File: config.mk
export PLATFORM = sky130hd
export DESIGN_NAME = row_markup_modifier_parser
export DESIGN_NICKNAME = d
export VERILOG_FILES = /design/src/rtl/rmmp_pkg.sv /design/src/rtl/rmmp_step.sv /design/src/rtl/row_markup_modifier_parser.sv
export SDC_FILE = /design/constraint.sdc
export NUM_CORES = 1
export LEC_CHECK = 0
export BUFFER_PORTS_ARGS = -buffer_cell sky130_fd_sc_hd__buf_2
export CORE_MARGIN = 5
export CORE_UTILIZATION = 55
export DETAILED_ROUTE_END_ITERATION = 10
export PLACE_DENSITY_LB_ADDON = 0.2
export SYNTH_ARGS = -nofsm -noshare
export SYNTH_HDL_FRONTEND = slang
export SYNTH_SLANG_ARGS = --single-unit
File: constraint.sdc
create_clock -name clk -period 7.85 [get_ports clk]
set_input_delay 1.1775 -clock clk [delete_from_list [all_inputs] [get_ports clk]]
set_output_delay 1.1775 -clock clk [all_outputs]
set_load 0.01 [all_outputs]
File: src/rtl/rmmp_pkg.sv
package rmmp_pkg;

	localparam int TOK_DEPTH = 8;
	localparam int IDX_W     = $clog2(TOK_DEPTH);
	localparam int CNT_W     = IDX_W + 1;

	localparam logic [7:0] CH_BTICK = 8'h60;
	localparam logic [7:0] CH_HASH  = 8'h23;
	localparam logic [7:0] CH_UNDER = 8'h5F;
	localparam logic [7:0] CH_DASH  = 8'h2D;
	localparam logic [7:0] CH_TILDE = 8'h7E;
	localparam logic [7:0] CH_BANG  = 8'h21;

	localparam logic [15:0] DEFAULT_COLOUR_RST = 16'hFFFF;
	localparam logic        ADDR_DEFAULT_COLOUR = 1'b0;

	// flag bit positions
	localparam int FL_UNDER  = 0;
	localparam int FL_LINE   = 1;
	localparam int FL_ALWAYS = 2;
	localparam int FL_NEVER  = 3;
	localparam int FL_COLOUR = 4;

	// m_tdata layout
	localparam int OD_ROW    = 0;
	localparam int OD_BYTE   = 8;
	localparam int OD_COLOUR = 16;
	localparam int OD_GIVEN  = 32;
	localparam int OD_UNDER  = 33;
	localparam int OD_LINE   = 34;
	localparam int OD_ALWAYS = 35;
	localparam int OD_NEVER  = 36;
	localparam int OD_W      = 40;

	typedef enum logic [1:0] {
		PH_PREFIX,
		PH_TOKEN,
		PH_BODY
	} phase_t;

	typedef struct packed {
		phase_t           phase;
		logic [CNT_W-1:0] cnt;
		logic [4:0]       flags;
	} rmmp_state_t;

	typedef struct packed {
		logic             attr;
		logic             attr_last;
		logic [CNT_W-1:0] flush_n;
		logic             trail;
		logic             eor;
		logic [4:0]       flags;
	} rmmp_plan_t;

	typedef struct packed {
		logic             we;
		logic [IDX_W-1:0] widx;
		logic             hex_sh;
		logic [3:0]       nib;
		logic             colour_ld;
	} rmmp_ctl_t;

	function automatic logic [4:0] hex_digit(input logic [7:0] b);
		logic [4:0] r;
		r = 5'd0;
		if (b >= 8'h30 && b <= 8'h39) begin
			r = {1'b1, b[3:0]};
		end else if ((b >= 8'h41 && b <= 8'h46) || (b >= 8'h61 && b <= 8'h66)) begin
			r = {1'b1, 4'(b[3:0] + 4'd9)};
		end
		return r;
	endfunction

	function automatic logic is_modifier(input logic [7:0] b);
		return (b == CH_UNDER) || (b == CH_DASH) || (b == CH_TILDE) || (b == CH_BANG);
	endfunction

	function automatic logic [4:0] modifier_mask(input logic [7:0] b);
		logic [4:0] m;
		m = 5'd0;
		if (b == CH_UNDER) m[FL_UNDER] = 1'b1;
		else if (b == CH_DASH) m[FL_LINE] = 1'b1;
		else if (b == CH_TILDE) m[FL_ALWAYS] = 1'b1;
		else if (b == CH_BANG) m[FL_NEVER] = 1'b1;
		return m;
	endfunction

endpackage

File: src/rtl/rmmp_step.sv
module rmmp_step import rmmp_pkg::*; (
	input  rmmp_state_t st,
	input  logic [7:0]  text_byte,
	input  logic        end_of_row,
	input  logic [7:0]  tok1,
	output rmmp_state_t nx,
	output rmmp_plan_t  plan,
	output rmmp_ctl_t   ctl
);

	logic [4:0] hex;
	logic [4:0] fl;
	logic       end_p;
	logic       fail;
	logic       trail;
	logic [CNT_W-1:0] flush_n;

	assign hex = hex_digit(text_byte);

	always_comb begin
		nx      = st;
		fl      = st.flags;
		end_p   = 1'b0;
		fail    = 1'b0;
		trail   = 1'b0;
		flush_n = '0;
		ctl     = '0;
		ctl.nib = hex[3:0];

		case (st.phase)
			PH_PREFIX: begin
				if (text_byte == CH_BTICK) begin
					ctl.we   = 1'b1;
					ctl.widx = '0;
					nx.cnt   = CNT_W'(1);
					nx.phase = PH_TOKEN;
				end else begin
					end_p = 1'b1;
					trail = 1'b1;
				end
			end
			PH_TOKEN: begin
				if (st.cnt == CNT_W'(1)) begin
					if (is_modifier(text_byte) || text_byte == CH_HASH) begin
						ctl.we   = 1'b1;
						ctl.widx = IDX_W'(1);
						nx.cnt   = CNT_W'(2);
					end else begin
						fail = 1'b1;
					end
				end else if (st.cnt == CNT_W'(2) && is_modifier(tok1)) begin
					if (text_byte == CH_BTICK) begin
						fl       = fl | modifier_mask(tok1);
						nx.cnt   = '0;
						nx.phase = PH_PREFIX;
					end else begin
						fail = 1'b1;
					end
				end else if (st.cnt >= CNT_W'(2) && st.cnt < CNT_W'(TOK_DEPTH)
						&& tok1 == CH_HASH) begin
					if (hex[4]) begin
						ctl.we     = 1'b1;
						ctl.widx   = st.cnt[IDX_W-1:0];
						ctl.hex_sh = 1'b1;
						nx.cnt     = CNT_W'(st.cnt + CNT_W'(1));
					end else begin
						fail = 1'b1;
					end
				end else if (st.cnt == CNT_W'(TOK_DEPTH) && tok1 == CH_HASH
						&& text_byte == CH_BTICK) begin
					ctl.colour_ld = 1'b1;
					fl[FL_COLOUR] = 1'b1;
					nx.cnt        = '0;
					end_p         = 1'b1;
				end else begin
					fail = 1'b1;
				end
				if (fail) begin
					end_p   = 1'b1;
					flush_n = st.cnt;
					nx.cnt  = '0;
					trail   = 1'b1;
				end
			end
			default: begin
				trail = 1'b1;
			end
		endcase

		if (end_p) begin
			nx.phase = PH_BODY;
		end
		// row ends inside the prefix: close it and drain the open token
		if (end_of_row && nx.phase != PH_BODY) begin
			end_p    = 1'b1;
			flush_n  = nx.cnt;
			nx.cnt   = '0;
			nx.phase = PH_BODY;
		end

		if (end_p) begin
			if (fl[FL_LINE]) begin
				fl[FL_UNDER]  = 1'b0;
				fl[FL_ALWAYS] = 1'b0;
				fl[FL_NEVER]  = 1'b0;
			end
			if (fl[FL_ALWAYS] && fl[FL_NEVER]) begin
				fl[FL_ALWAYS] = 1'b0;
				fl[FL_NEVER]  = 1'b0;
			end
		end

		if (fl[FL_LINE]) begin
			flush_n = '0;
			trail   = 1'b0;
		end

		plan.attr      = end_p;
		plan.attr_last = fl[FL_LINE];
		plan.flush_n   = flush_n;
		plan.trail     = trail;
		plan.eor       = end_of_row;
		plan.flags     = fl;

		nx.flags = fl;
		if (end_of_row) begin
			nx.phase = PH_PREFIX;
			nx.cnt   = '0;
			nx.flags = '0;
		end
	end

endmodule

File: src/rtl/row_markup_modifier_parser.sv
// Channel     | Direction | Payload
// s_*         | in        | tdata {text_byte, row_id}, tlast end_of_row
// m_*         | out       | tdata {flags, colour565, out_byte, row_number}, tuser kind,
//             |           | tlast last_of_row
// APB         | in/out    | default_colour at byte address 0
//
// An item producing at most one result is taken every cycle while m_tready is high.
// An item producing n results holds s_tready low while the
// output register walks its plan: attribute, token bytes, then the byte itself;
// the token buffer drains one byte per cycle while m_tready is high.
// Reset restores the prefix state and default_colour 0xFFFF; no clearing pass.
// A stall on m_tready holds the current result and blocks new requests.
module row_markup_modifier_parser import rmmp_pkg::*; (
	input  logic              clk,
	input  logic              arst_n,
	input  logic              s_tvalid,
	output logic              s_tready,
	input  logic [15:0]       s_tdata,   // row_id, text_byte
	input  logic              s_tlast,
	output logic              m_tvalid,
	input  logic              m_tready,
	// row_number, out_byte, colour565, colour_given, underline, line_only,
	// ticker_always, ticker_never, zero pad
	output logic [OD_W-1:0]   m_tdata,
	output logic              m_tuser,   // kind
	output logic              m_tlast,
	input  logic              psel,
	input  logic              penable,
	input  logic              pwrite,
	input  logic [2:0]        paddr,
	input  logic [31:0]       pwdata,
	output logic [31:0]       prdata,
	output logic              pready
);

	rmmp_state_t st_q;
	rmmp_state_t st_nx;
	rmmp_plan_t  plan;
	rmmp_ctl_t   ctl;

	logic [15:0] dcol_q;
	logic [15:0] colour_q;
	logic [23:0] rgb_q;
	logic [7:0]  tok_q [TOK_DEPTH];

	logic             attr_s1;
	logic             attr_last_s1;
	logic [CNT_W-1:0] flush_s1;
	logic             trail_s1;
	logic             eor_s1;
	logic [4:0]       flags_s1;
	logic [15:0]      colour_s1;
	logic [7:0]       row_s1;
	logic [7:0]       byte_s1;

	logic        accept;
	logic        advance;
	logic        final_item;
	logic        shift;
	logic [15:0] colour_new;
	logic [15:0] colour_sel;
	logic [7:0]  out_byte;

	rmmp_step u_step (
		.st         (st_q),
		.text_byte  (s_tdata[15:8]),
		.end_of_row (s_tlast),
		.tok1       (tok_q[1]),
		.nx         (st_nx),
		.plan       (plan),
		.ctl        (ctl)
	);

	assign pready = 1'b1;
	assign prdata = (paddr[2] == ADDR_DEFAULT_COLOUR) ? {16'd0, dcol_q} : 32'd0;

	always_ff @(posedge clk or negedge arst_n) begin
		if (!arst_n) begin
			dcol_q <= DEFAULT_COLOUR_RST;
		end else if (psel && penable && pwrite && pready
				&& paddr[2] == ADDR_DEFAULT_COLOUR) begin
			dcol_q <= pwdata[15:0];
		end
	end

	assign colour_new = {rgb_q[23:19], rgb_q[15:10], rgb_q[7:3]};
	assign colour_sel = !plan.flags[FL_COLOUR] ? dcol_q :
		(ctl.colour_ld ? colour_new : colour_q);

	assign m_tvalid = attr_s1 || (flush_s1 != '0) || trail_s1;
	assign final_item = attr_s1 ? (flush_s1 == '0 && !trail_s1) :
		((flush_s1 != '0) ? (flush_s1 == CNT_W'(1) && !trail_s1) : 1'b1);
	assign advance  = m_tvalid && m_tready;
	assign s_tready = !m_tvalid || (m_tready && final_item);
	assign accept   = s_tvalid && s_tready;
	assign shift    = advance && !attr_s1 && (flush_s1 != '0);

	assign out_byte = attr_s1 ? 8'd0 : ((flush_s1 != '0) ? tok_q[0] : byte_s1);

	assign m_tuser = attr_s1;
	assign m_tlast = (attr_s1 && attr_last_s1) || (eor_s1 && final_item);
	assign m_tdata = {3'd0, flags_s1[FL_NEVER], flags_s1[FL_ALWAYS], flags_s1[FL_LINE],
		flags_s1[FL_UNDER], flags_s1[FL_COLOUR], colour_s1, out_byte, row_s1};

	always_ff @(posedge clk or negedge arst_n) begin
		if (!arst_n) begin
			st_q     <= '{phase: PH_PREFIX, cnt: '0, flags: '0};
			attr_s1  <= 1'b0;
			flush_s1 <= '0;
			trail_s1 <= 1'b0;
		end else if (accept) begin
			st_q     <= st_nx;
			attr_s1  <= plan.attr;
			flush_s1 <= plan.flush_n;
			trail_s1 <= plan.trail;
		end else if (advance) begin
			if (attr_s1) begin
				attr_s1 <= 1'b0;
			end else if (flush_s1 != '0) begin
				flush_s1 <= CNT_W'(flush_s1 - CNT_W'(1));
			end else begin
				trail_s1 <= 1'b0;
			end
		end
	end

	always_ff @(posedge clk) begin
		if (accept) begin
			attr_last_s1 <= plan.attr_last;
			eor_s1       <= plan.eor;
			flags_s1     <= plan.flags;
			colour_s1    <= colour_sel;
			row_s1       <= s_tdata[7:0];
			byte_s1      <= s_tdata[15:8];
			if (ctl.hex_sh) begin
				rgb_q <= {rgb_q[19:0], ctl.nib};
			end
			if (ctl.colour_ld) begin
				colour_q <= colour_new;
			end
		end
	end

	// drain toward entry 0; a new write wins over the shift
	always_ff @(posedge clk) begin
		if (shift) begin
			for (int i = 0; i < TOK_DEPTH - 1; i++) begin
				tok_q[i] <= tok_q[i+1];
			end
		end
		if (accept && ctl.we) begin
			tok_q[ctl.widx] <= s_tdata[15:8];
		end
	end

endmodule

After elaboration in Yosys (flattened, before gate mapping) --
Memories as Yosys holds them, arrays and structs flattened. Index checks and enable logic that the tools add are counted.
Storage, ports and cells: memories kept 1, RAM bits 64, input port bits 59, output and inout port bits 77, bits in registers 112, logic and storage cells 192
Memories:
- tok_q | depth 8, bits a word 8, read ports 8, clocked after memory_dff 0, wr ports 8, line row_markup_modifier_parser.sv:44 | logic [7:0] tok_q [TOK_DEPTH];
Operators by class: magnitude comparators 8, muxes and demuxes 98, equality and inequality tests 19, reduce and logical (&&, ||, !) cells 46, bitwise operators 2, $add $sub $neg 3
Operator list (count):
- $mux 4 | 19
- $eq 8x6->1 const B | 6
- $mux 16 | 3
- $mux 1 | 45
- $eq 8x7->1 const B | 5
- $mux 5 | 8
- $logic_and 1x1->1 | 23
- $mux 6 | 3
- $ge 8x7->1 const B | 2
- $le 8x7->1 const B | 2
- $mux 2 | 8
- $mux 8 | 2
- $mux 3 | 5
- $logic_or 1x1->1 | 12
- $pmux 6 s2 | 1
- $mux 11 | 1
- $eq 4x1->1 const B | 2
- $ge 8x6->1 const B | 1
- $le 8x6->1 const B | 1
- $pmux 4 s2 | 1
- $reduce_and 3->1 | 2
- $or 5x4->5 | 1
- $add 4x1->4 const B | 1
- $add 4x4->4 const B | 1
- other kinds (16) | 21

Logic depth before layout (Yosys ltp) --
Gate-level depths: netlist (run 1).
depth after elaboration 21, gate-level depth with buffers 12

Hierarchy --
Synthesis (run 1) repeated with hierarchy kept, for this count alone.
Unflattened totals: cells, all modules 599, area total of the unflattened synthesis 8588.2 um^2
Modules (own cells, without submodules):
- row_markup_modifier_parser | instances 1, sequential area each 5139.9 um^2, cells each 439, area an instance 7500.9 um^2
- rmmp_step | instances 1, sequential area each 0.0 um^2, cells each 160, area an instance 1087.3 um^2

Least setup slack after synthesis (run 1) --
Ideal clock, no wire load.
path kind input -> register, start input s_tdata[9], end memory tok_q[6][0], enable pin, data required time 7515 ps, setup slack 3502 ps, arrival 4013 ps, path buffers 1, stages on the path 10, path through clkbuf_1 inv_1 ha_1 or3b_1 o2111a_1 or2_2 ha_1 o31a_1 nor4_4 nand2b_1
RTL lines:
- start, declared | line row_markup_modifier_parser.sv:18 | input logic [15:0] s_tdata,
- end, declared | line row_markup_modifier_parser.sv:44

==> results of run 1 <==
[sequential cells by signal (all words and copies together), names as in the netlist]
signal     flops
tok_q         64
rgb_q         24
colour_q      16
colour_s1     16
dcol_q        16
st_q          11
byte_s1        8
row_s1         8
flags_s1       5
flush_s1       4
eor_s1         1
m_tuser        1
trail_s1       1
[worst register-to-register path: stages, from the launching register on]
cell and delay [ns]:
sky130_fd_sc_hd__dfrtp_1 0.51, sky130_fd_sc_hd__inv_1 0.23, sky130_fd_sc_hd__ha_1 0.22, sky130_fd_sc_hd__or3b_2 0.51, sky130_fd_sc_hd__nand2_1 0.17, sky130_fd_sc_hd__or3_1 0.67
sky130_fd_sc_hd__nand2b_1 0.69, sky130_fd_sc_hd__mux2_2 0.49
[kinds of logic (layout without fill, tap and decap cells)]
family	count (synthesis)	after routing	share of synthesized area, %
buffers and inverters	62	149	3.89
adder cells (fa/ha/maj)	10	10	1.51
multiplexers	84	84	12.1
other	2	20	0.0909
XOR/XNOR	6	6	0.636
AND/OR/NAND/NOR	193	193	12.7
flip-flops	175	175	61.9
AO/OA/AOI/OAI	83	83	7.27
[area by class of cell]
cell class | instances | share of cell area (%)
clock buffer | 22 | 5.38
multi-input combinational | 396 | 30.8
clock inverter | 10 | 1.01
inverter | 15 | 0.597
sequential | 175 | 54.2
timing repair buffer | 102 | 5.55
tap | 184 | 2.44
[per-layer routing]
metal / routed length (µm) / track usage [%] / vias up
li1: - / - / 2428
met4: 199 / 5.77 / 0
met1: 6800 / 22.5 / 2560
met3: 813 / 4.78 / 18
met2: 8780 / 34.3 / 153
met5: 0 / 0 / -
[placed cells by master (no fill, tap or decap), types with 15 or more instances in the layout]
cell type,n
sky130_fd_sc_hd__a21oi_1,20
sky130_fd_sc_hd__buf_2,97
sky130_fd_sc_hd__clkbuf_16,19
sky130_fd_sc_hd__conb_1,20
sky130_fd_sc_hd__dfrtp_1,17
sky130_fd_sc_hd__dfstp_2,16
sky130_fd_sc_hd__edfxtp_1,142
sky130_fd_sc_hd__mux2_2,68
sky130_fd_sc_hd__nand2_1,80
sky130_fd_sc_hd__nor2_1,22
sky130_fd_sc_hd__nor2b_1,25
sky130_fd_sc_hd__o21ai_0,15
[power by group through the flow]
stage,Clock (mW),Combinational (mW),Sequential [mW]
2_1_floorplan,0,0.369,1.29
3_3_place_gp,0,0.509,1.32
3_5_place_dp,0,0.522,1.33
5_1_grt,0.895,0.574,1.32
6_report,0.840,0.520,1.31
4_1_cts,0.853,0.526,1.31
[metrics by stage]
step                power [mW]  cell area, µm²  std cells  hold slack (ns)
floorplan                 1.66            8330        633            0.400
global placement          1.82            8820        872            0.403
detailed placement        1.85            8820        872            0.405
CTS                       2.69            9430        904            0.416
global route              2.79            9430        904            0.435
finish                    2.67            9430        904            0.425
[path summary, 6_finish.rpt]
kind                            start            to  slack, ns  cells after the start
setup / recovery           s_tdata[8]   tok_q[4][0]       3.41                     10
hold / removal              rgb_q[18]     rgb_q[22]       0.42                      0
setup reg to reg              st_q[6]  colour_s1[8]       4.13                      7
hold reg to reg             rgb_q[18]     rgb_q[22]       0.42                      0
max in group asynchronous      arst_n       st_q[6]       6.53                      1
min in group asynchronous      arst_n      trail_s1       0.83                      1
==> impl_summary.log, run 1 <==
[metrics] final critical-path share of the clock period: 56.5%
[metrics] clock network power share: 31.5%
[metrics] count of cells resized by post-cts repair: 0
[metrics] number of failing setup endpoints in the final timing report: 0
[metrics] area growth from synthesis to layout: 14.1%
[metrics] Netlist cell types: 70
[metrics] CTS clock-pin slew for the worst setup and hold paths: approximately 0.06 ns
[metrics] proportion of netlist area held by the largest area contributor: 51.6%
[metrics] buffers added on ports: 97
[metrics] maximum achievable frequency: between 200 and 250 MHz
[metrics] clock sink total: about 180
[metrics] row count: 44
[metrics] delay of the slowest critical-path stage: 0.78 ns
[metrics] die outline height: ~130 µm
[metrics] number of clock buffers inserted by TritonCTS: 17
[metrics] effective utilization at floorplan: 56.4%
[metrics] area of the mapped netlist: roughly 8300 µm²
[metrics] mean instance size in the synthesized netlist: ~13 µm²
[metrics] most frequently used cell type in the post-synthesis netlist: sky130_fd_sc_hd__edfxtp_1
[metrics] unrepaired setup endpoints after global routing: false
[metrics] final antenna-violating net count: 0
[metrics] final hold violation count: 0
[metrics] grt ovf: 0
[metrics] switching power summed over all nets: about 740 µW
[metrics] Avg WL per Cell: roughly 18 µm
[metrics] top-level port count: between 100 and 150
[metrics] # nets final: between 700 and 800
[metrics] cell type with the largest total area after synthesis: sky130_fd_sc_hd__edfxtp_1
[metrics] YS warnings: 0
[metrics] worst relative slew slack: approximately a fifth
[metrics] area of the multi-input gates: roughly 2900 µm²
[metrics] cell with the largest stage delay on the worst path: sky130_fd_sc_hd__or4_1
[metrics] remaining design rule violation count: 0
[metrics] layout cell share with drive strength beyond 1: about a third
[metrics] number of synthesized register bits: between 150 and 200
[metrics] Clock Skews: around 0.0089 ns
[metrics] Worst-Skew Late Latency: approximately 0.43 ns
[metrics] fraction of power spent switching nets: between 20 and 30%
[metrics] worst-margin pin slew: ~1.2 ns
[metrics] total detailed-routing wirelength: 16600 µm
[metrics] leading post-synthesis cells by cell area: sky130_fd_sc_hd__edfxtp_1 (52%), sky130_fd_sc_hd__mux2_2 (9.3%), sky130_fd_sc_hd__dfrtp_1 (5.1%)
[metrics] worst min-delay path category: reg2reg
[metrics] chip width: around 130 µm
[metrics] Total Die Area: 17600 µm²
[metrics] clk root buf: sky130_fd_sc_hd__clkbuf_16
[metrics] status: finished clean
[metrics] global-route total usage across every layer: a little under a fifth
[metrics] share of synthesized registers carrying an async set or reset: a little under a fifth
[metrics] most frequently used flop master after synthesis: sky130_fd_sc_hd__edfxtp_1
[metrics] drt pass-1 iters: 5
[metrics] Lkg Pwr: about 3.6 nW
[metrics] count of hold buffers inserted by post-cts repair: 0
[metrics] cells after synthesis: between 600 and 700
[metrics] initial antenna violation count: 0
[metrics] TritonCTS clock tree: built
[metrics] filler instances: roughly 1100
[metrics] Via Count: 5159
[metrics] routability congestion estimate: roughly 0.92
[metrics] critical path cell sequence: buf_2 -> inv_1 -> ha_1 -> or3b_1 -> o2111a_1 -> or2_2 -> ha_1 -> o31a_1 -> or4_1 -> nand2_1
[metrics] pre-CTS setup slack: just over 3 ns
[metrics] iteration-0 DRC count of the detailed router: 372
[metrics] sequential share of power: 49.0%
[metrics] number of maximum-capacitance constraint violations: 0
[metrics] required time worst endpoint: between 7 and 8 ns
[metrics] setup TNS after final layout: 0 ns
[metrics] max-slew violation count: 0
[metrics] crit-path max FO: 12
[metrics] start-to-end type of the worst setup path: in2reg
[metrics] worst path setup slack after routing: roughly 3.4 ns
[metrics] H-Tree Depth: 4
[metrics] arrival time at the worst endpoint: around 4.5 ns
[metrics] final critical-path required period: ~4.4 ns
[metrics] wire length of the first global-routing pass: around 27000 µm
[metrics] Cell Int Power: about 1.9 mW
[metrics] sequential fraction of the synthesis area: 61.9%
[metrics] maximum resistive drop on vdd: around 0.19 mV
[metrics] Final Core Density: between 60 and 70%
[metrics] count of buffering cells on the critical path with inverters included: 2
[metrics] number of buffers on the longest clock path: 2
[metrics] via-per-instance ratio: 5.71
[metrics] Std-Cell Core Area: 14600 µm²
[metrics] Comb pwr share: about 20%
[metrics] cell type with the highest occurrence count on the critical path: sky130_fd_sc_hd__ha_1
[metrics] cell type group with the largest total delay on the critical path: simple AND/OR/NAND/NOR gates
[metrics] total power density per cell area: 283 nW/µm²
[metrics] kind of start point of the critical path: input port
[metrics] placed wire-length estimate after detailed placement: 11800 µm
[metrics] Post-synth EDFFs: between 100 and 150
[metrics] largest net degree at the start of global routing: 70
[metrics] setup bufs post-CTS: 0
[metrics] via count of the first global-routing pass: around 5000
[metrics] flip-flop and latch area: between 5000 and 6000 µm²
[metrics] ant diodes: 0
[metrics] leading post-synthesis cells by instance count: sky130_fd_sc_hd__edfxtp_1 (142), sky130_fd_sc_hd__nand2_1 (80), sky130_fd_sc_hd__mux2_2 (68)
[metrics] Critical Path Sink Type: flop
No activity file was read; power rests on OpenSTA's default activity.
==> run 2: changes to the inputs <==
==> constraint.sdc (replaced) <==
create_clock -name clk -period 4.5 [get_ports clk]
set_input_delay 0.675 -clock clk [delete_from_list [all_inputs] [get_ports clk]]
set_output_delay 0.675 -clock clk [all_outputs]
set_load 0.01 [all_outputs]
==> run 2 against run 1 <==
First-iteration DRC count decreased by 13%. Setup slack got worse by 2.6 ns. Hold slack got worse by 0.077 ns. Final cell count up 0.88%. Critical path type unchanged. Sequential power grew 74%.
==> impl_summary.log, run 2 (same netlist as run 1, synthesis figures left out) <==
[metrics] most common cell after layout, fill and taps aside: sky130_fd_sc_hd__edfxtp_1
[metrics] post-route cell area: 9460 µm² (+0.31%)
[metrics] Critical Path Sink Type: flop
[metrics] max-slew violation count: 0 (unchanged)
[metrics] cell with the largest stage delay on the worst path: sky130_fd_sc_hd__or4_1
[metrics] count of cells resized by post-cts repair: 0 (unchanged)
[metrics] status: finished clean
[metrics] grt ovf: 0 (unchanged)
[metrics] wire length of the first global-routing pass: 28000 µm (+5.2%)
[metrics] CTS clock-pin slew for the worst setup and hold paths: 0.07 ns (about the same)
[metrics] remaining design rule violation count: 0 (unchanged)
[metrics] kind of start point of the critical path: input port
[metrics] number of maximum-capacitance constraint violations: 0 (unchanged)
[metrics] clock sink total: 175 (unchanged)
[metrics] number of failing setup endpoints in the final timing report: 0 (unchanged)
[metrics] top-level port count: 136 (unchanged)
[metrics] count of hold buffers inserted by post-cts repair: 0 (unchanged)
[metrics] placed wire-length estimate after detailed placement: 12100 µm (+2.5%)
[metrics] Lkg Pwr: 3.61 nW (+0.62%)
[metrics] via-per-instance ratio: 5.67 (-0.59%)
[metrics] maximum resistive drop on vdd: 0.289 mV (+52%)
[metrics] worst reg2reg startpoint: flush_s1[0]
[metrics] Worst-Skew Late Latency: 0.43 ns (about the same)
[metrics] total power density per cell area: 489 nW/µm² (+73%)
[metrics] number of flip-flops under the largest register name: 64 (unchanged)
[metrics] final critical-path required period: roughly 3.7 ns
[metrics] Std-Cell Core Area: 14600 µm² (unchanged)
[metrics] Final Core Density: 64.6% (+0.20 points)
[metrics] arrival time at the worst endpoint: 3.77 ns (-0.76 ns)
[metrics] row count: 44 (unchanged)
[metrics] Total Die Area: 17600 µm² (unchanged)
[metrics] unrepaired setup endpoints after global routing: false
[metrics] number of clock buffers inserted by TritonCTS: 17 (unchanged)
[metrics] final critical-path share of the clock period: between 80% and 90%
[metrics] flip-flop and latch area: 5110 µm² (unchanged)
[metrics] via count of the first global-routing pass: 5108 (-0.21%)
[metrics] area of the multi-input gates: 2910 µm² (unchanged)
[metrics] final antenna-violating net count: 0 (unchanged)
[metrics] largest net degree at the start of global routing: 70 (unchanged)
[metrics] Clock Skews: 0.00968 ns (+0.000806 ns)
[metrics] drt pass-1 iters: 5 (unchanged)
[metrics] die outline height: 133 µm (unchanged)
[metrics] routability congestion estimate: 0.905 (-2.0%)
[metrics] start-to-end type of the worst setup path: in2reg
[metrics] required time worst endpoint: 4.59 ns (-3.35 ns)
[metrics] # placed instances: 880 (+0.92%)
[metrics] global-route total usage across every layer: 20.2% (+1.1 points)
[metrics] ant diodes: 0 (unchanged)
[metrics] cell type with the highest occurrence count on the critical path: sky130_fd_sc_hd__ha_1
[metrics] total detailed-routing wirelength: 17300 µm (+4.3%)
[metrics] worst min-delay path category: in2async
[metrics] setup bufs post-CTS: 0 (unchanged)
[metrics] area growth from synthesis to layout: 14.4%
[metrics] number of buffers on the longest clock path: 2 (unchanged)
[metrics] count of buffering cells on the critical path with inverters included: 2 (unchanged)
[metrics] Finished Layout Cells: 912 (+0.88%)
[metrics] largest registers ranked by flip-flop count: tok_q: 64 flops, rgb_q: 24 flops
[metrics] effective utilization at floorplan: 56.4% (unchanged)
[metrics] most frequent cells in the layout: sky130_fd_sc_hd__edfxtp_1 (142), sky130_fd_sc_hd__buf_2 (97), sky130_fd_sc_hd__nand2_1 (80)
[metrics] worst relative slew slack: 22.9% (+2.9 points)
[metrics] maximum achievable frequency: about 270 MHz
[metrics] final hold violation count: 0 (unchanged)
[metrics] initial antenna violation count: 0 (unchanged)
[metrics] post-detailed-placement cell area: 8880 µm² (+0.68%)
[metrics] worst reg2reg setup slack: 0.97 ns (-3.16 ns)
[metrics] Avg WL per Cell: 19.0 µm (+3.4%)
[metrics] setup TNS after final layout: 0 ns (unchanged)
[metrics] register with the highest flop count: tok_q
[metrics] delay of the slowest critical-path stage: 0.77 ns (about the same)
[metrics] filler instances: 1107 (+3.7%)
[metrics] Worst Reg-to-Reg Cells: 11 (+4)
[metrics] worst-margin pin slew: 1.15 ns (-0.0460 ns)
[metrics] iteration-0 DRC count of the detailed router: 322 (-13%)
[metrics] layout cell share with drive strength beyond 1: 34.6% (+0.59 points)
[metrics] cell type group with the largest total delay on the critical path: simple AND/OR/NAND/NOR gates
[metrics] hold slack final: 0.348 ns (-0.0768 ns)
[metrics] buffers added on ports: 97 (unchanged)
[metrics] TritonCTS clock tree: built
[metrics] crit-path max FO: 14 (+2)
[metrics] critical path cell sequence: buf_2 -> inv_1 -> ha_1 -> or3b_1 -> o2111a_1 -> or2_2 -> ha_1 -> o31a_1 -> or4_1 -> nand2_1
[metrics] Worst R2R End: flush_s1[2]
[metrics] source of the critical timing path: s_tdata[9]
[metrics] H-Tree Depth: 4 (unchanged)
[metrics] chip width: 133 µm (unchanged)
[metrics] Via Count: 5174 (+0.29%)
[metrics] # nets final: 784 (+1.0%)
[metrics] clk root buf: sky130_fd_sc_hd__clkbuf_16
-- run 2: metrics by stage --
step                      setup slack, ns  power [mW]
after CTS                           0.819        4.66
final                               0.820        4.63
after global placement              0.453        3.19
after global routing                0.621        4.84
after detailed placement            0.381        3.23
after floorplan                     0.655        2.90
-- run 2: routing by layer --
layer | vias to the layer above | wire length (µm) | global-route usage, %
met5 | - | 0 | 0
met4 | 0 | 218 | 6.18
met3 | 14 | 760 | 4.52
met2 | 131 | 8990 | 35.2
met1 | 2587 | 7340 | 25.1
li1 | 2442 | - | -
-- run 2: final cells by class --
| type | count | area share (%) |
|---|---|---|
| clock buffer | 23 | 5.16 |
| clock inverter | 9 | 0.873 |
| inverter | 15 | 0.595 |
| multi-input combinational | 396 | 30.7 |
| sequential | 175 | 54.0 |
| tap | 184 | 2.43 |
| timing repair buffer | 110 | 6.17 |
-- run 2: worst max-delay path by stage --
stage | end | slack [ns] | depth (start not counted)
after floorplan | tok_q[6][0] | 0.65 | 10
after global placement | tok_q[4][4] | 0.45 | 10
after detailed placement | tok_q[4][5] | 0.38 | 10
after CTS | tok_q[4][2] | 0.82 | 10
after global routing | tok_q[5][7] | 0.62 | 9
final | tok_q[4][2] | 0.82 | 10
-- run 2: report_power, final --
part / total (mW) / switching, mW / internal (mW)
combinational: 0.919 / 0.529 / 0.389
clock: 1.43 / 0.607 / 0.821
sequential: 2.28 / 0.164 / 2.12
total: 4.63 / 1.30 / 3.33
==> run 3: changes to the inputs <==
--- a/config.mk
+++ b/config.mk
@@ -7,7 +7,7 @@
 export LEC_CHECK = 0
 export BUFFER_PORTS_ARGS = -buffer_cell sky130_fd_sc_hd__buf_2
 export CORE_MARGIN = 5
-export CORE_UTILIZATION = 55
+export CORE_UTILIZATION = 51
 export DETAILED_ROUTE_END_ITERATION = 10
 export PLACE_DENSITY_LB_ADDON = 0.2
 export SYNTH_ARGS = -nofsm -noshare
==> constraint.sdc (replaced) <==
create_clock -name clk -period 3.07 [get_ports clk]
set_input_delay 0.4605 -clock clk [delete_from_list [all_inputs] [get_ports clk]]
set_output_delay 0.4605 -clock clk [all_outputs]
set_load 0.01 [all_outputs]
==> run 3 against run 2 <==
Hold slack worse by 0.23 ns. Flip-flop and latch count is the same. Clock-buffer cell count down 2. Sequential share of layout area shrank 3.5 points. Combinational power up 71%. Setup slack got worse by 0.77 ns. Critical path depth shrank 1. Critical path type is now reg2reg. Critical endpoint is now flush_s1[0]. Final cell count grew 9.3%. Core utilization is 0.97 points lower.
==> impl_summary.log, run 3 (same netlist as run 1, synthesis figures left out) <==
[metrics] status: finished clean
[metrics] cell with the largest stage delay on the worst path: sky130_fd_sc_hd__or4b_1
[metrics] worst path setup slack after routing: 0.0524 ns (-0.767 ns)
[metrics] hold slack final: 0.119 ns (-0.229 ns)
[metrics] maximum resistive drop on vdd: 0.418 mV (+45%)
[metrics] drt pass-1 iters: 4 (-1)
[metrics] Critical Path Sink Type: flop
[metrics] required time worst endpoint: 3.39 ns (-1.20 ns)
[metrics] worst reg2reg startpoint: tok_q[1][3]
[metrics] row count: 46 (+4.5%)
[metrics] total power density per cell area: 695 nW/µm² (+42%)
[metrics] Worst path depth: 9 (-1)
[metrics] TritonCTS clock tree: built
[metrics] largest registers ranked by flip-flop count: tok_q: 64 flops, rgb_q: 24 flops
[metrics] flip-flop and latch area: 5110 µm² (unchanged)
[metrics] clk root buf: sky130_fd_sc_hd__clkbuf_16
[metrics] layout cell share with drive strength beyond 1: 40.3% (+5.7 points)
[metrics] Std-Cell Core Area: 15900 µm² (+8.5%)
[metrics] via-per-instance ratio: 5.44 (-4.1%)
[metrics] remaining design rule violation count: 0 (unchanged)
[metrics] routability congestion estimate: 0.923 (+1.9%)
[metrics] Clock Skews: 0.00824 ns (-0.00145 ns)
[metrics] ant diodes: 0 (unchanged)
[metrics] Worst Reg-to-Reg Cells: 9 (-2)
[metrics] post-detailed-placement cell area: 9470 µm² (+6.5%)
[metrics] Worst-Skew Late Latency: 0.43 ns (about the same)
[metrics] Lkg Pwr: 3.91 nW (+8.3%)
[metrics] area growth from synthesis to layout: 22.3%
[metrics] final critical-path required period: ~3.0 ns
[metrics] max-slew violation count: 0 (unchanged)
[metrics] register with the highest flop count: tok_q
[metrics] area of the multi-input gates: 2980 µm² (+2.5%)
[metrics] most frequent cells in the layout: sky130_fd_sc_hd__edfxtp_1 (142), sky130_fd_sc_hd__buf_2 (97), sky130_fd_sc_hd__nand2_1 (79)
[metrics] final antenna-violating net count: 0 (unchanged)
[metrics] start-to-end type of the worst setup path: reg2reg
[metrics] post-route cell area: 10100 µm² (+6.8%)
[metrics] CTS clock-pin slew for the worst setup and hold paths: 0.07 ns (about the same)
[metrics] crit-path max FO: 4 (-10)
[metrics] worst reg2reg setup slack: 0.05 ns (-0.92 ns)
[metrics] Worst R2R End: flush_s1[0]
[metrics] Total Die Area: 18800 µm² (+7.2%)
[metrics] number of clock buffers inserted by TritonCTS: 17 (unchanged)
[metrics] arrival time at the worst endpoint: 3.34 ns (-0.43 ns)
[metrics] Avg WL per Cell: 18.3 µm (-3.6%)
[metrics] number of flip-flops under the largest register name: 64 (unchanged)
[metrics] worst-margin pin slew: 0.782 ns (-0.363 ns)
[metrics] source of the critical timing path: tok_q[1][3]
[metrics] buffers added on ports: 97 (unchanged)
[metrics] final total power: 7.02 mW (+52%)
[metrics] final critical-path share of the clock period: between 90% and 100%
[metrics] cell type group with the largest total delay on the critical path: compound AO/OA/AOI/OAI gates
[metrics] count of buffering cells on the critical path with inverters included: 3 (+1)
[metrics] total detailed-routing wirelength: 18200 µm (+5.4%)
[metrics] most common cell after layout, fill and taps aside: sky130_fd_sc_hd__edfxtp_1
[metrics] wire length of the first global-routing pass: 28400 µm (+1.8%)
[metrics] initial antenna violation count: 0 (unchanged)
[metrics] kind of start point of the critical path: flop
[metrics] filler instances: 1197 (+8.1%)
[metrics] H-Tree Depth: 4 (unchanged)
[metrics] top-level port count: 136 (unchanged)
[metrics] chip width: 137 µm (+3.6%)
[metrics] pre-CTS setup slack: -0.280 ns (-0.661 ns)
[metrics] worst relative slew slack: 47.9% (+25 points)
[metrics] placed wire-length estimate after detailed placement: 13200 µm (+9.5%)
[metrics] number of buffers on the longest clock path: 2 (unchanged)
[metrics] unrepaired setup endpoints after global routing: true
[metrics] Via Count: 5427 (+4.9%)
[metrics] delay of the slowest critical-path stage: 0.46 ns (-0.31 ns)
[metrics] critical path cell sequence: buf_4 -> buf_4 -> buf_4 -> nor2_1 -> o2111ai_1 -> a21oi_1 -> o311a_1 -> or4b_1 -> a221oi_1
[metrics] number of maximum-capacitance constraint violations: 0 (unchanged)
[metrics] global-route total usage across every layer: 19.8% (-0.39 points)
[metrics] Final Core Density: 63.6% (-0.97 points)
[metrics] final hold violation count: 0 (unchanged)
[metrics] largest net degree at the start of global routing: 70 (unchanged)
[metrics] grt ovf: 0 (unchanged)
[metrics] via count of the first global-routing pass: 5476 (+7.2%)
[metrics] iteration-0 DRC count of the detailed router: 353 (+9.6%)
[metrics] maximum achievable frequency: about 330 MHz
[metrics] Worst Setup EP: flush_s1[0]
[metrics] # nets final: 837 (+6.8%)
[metrics] worst min-delay path category: in2async
[metrics] die outline height: 137 µm (+3.6%)
[metrics] number of failing setup endpoints in the final timing report: 0 (unchanged)
[metrics] clock sink total: 175 (unchanged)
[metrics] effective utilization at floorplan: 52.0% (-4.4 points)
[metrics] cell type with the highest occurrence count on the critical path: sky130_fd_sc_hd__buf_4
-- run 3: final cells by class --
| class | instances | area share (%) |
|---|---|---|
| inverter | 15 | 0.607 |
| tap | 216 | 2.68 |
| clock buffer | 21 | 4.56 |
| sequential | 175 | 50.6 |
| multi-input combinational | 396 | 29.5 |
| clock inverter | 11 | 1.31 |
| timing repair buffer | 163 | 10.8 |
-- run 3: repair_timing --
action / CTS / global route
gates cloned: 0 / 1
endpoints found under the setup margin: 15 / 9
resized for setup: 1 / 5
pin swaps: 1 / 5
hold buffers: 0 / 0
buffers inserted: 0 / 3
-- run 3: metrics by stage --
stage / cells / TNS (ns)
2_1_floorplan: 633 / -10.78
3_5_place_dp: 961 / -13.10
3_3_place_gp: 961 / -11.05
4_1_cts: 993 / 0
6_report: 997 / 0
5_1_grt: 997 / -0.305
-- run 3: routing by layer --
| layer | up-vias | routed length (µm) | share of wire [%] | track usage (%) |
|---|---|---|---|---|
| met4 | 0 | 436 | 2.4 | 7.65 |
| met5 | - | 0 | 0 | 0 |
| met1 | 2677 | 7400 | 41 | 24.1 |
| met2 | 169 | 9450 | 52 | 33.9 |
| li1 | 2546 | - | - | - |
| met3 | 35 | 966 | 5.3 | 4.89 |
-- run 3: worst min path at each step --
stage	slack [ns]	depth (start not counted)	to	startpoint
after floorplan	0.16	0	flush_s1[0]	arst_n
after global placement	0.40	0	rgb_q[6]	rgb_q[2]
after detailed placement	0.41	0	rgb_q[5]	rgb_q[1]
after CTS	0.12	1	st_q[4]	arst_n
after global routing	0.18	1	row_s1[1]	s_tdata[1]
final	0.12	1	st_q[4]	arst_n
-- run 3: power by group --
group / internal (mW) / switching [mW] / leakage, nW
registers: 3.10 / 0.192 / 1.66
logic: 0.708 / 0.866 / 1.97
clock network: 1.25 / 0.905 / 0.278
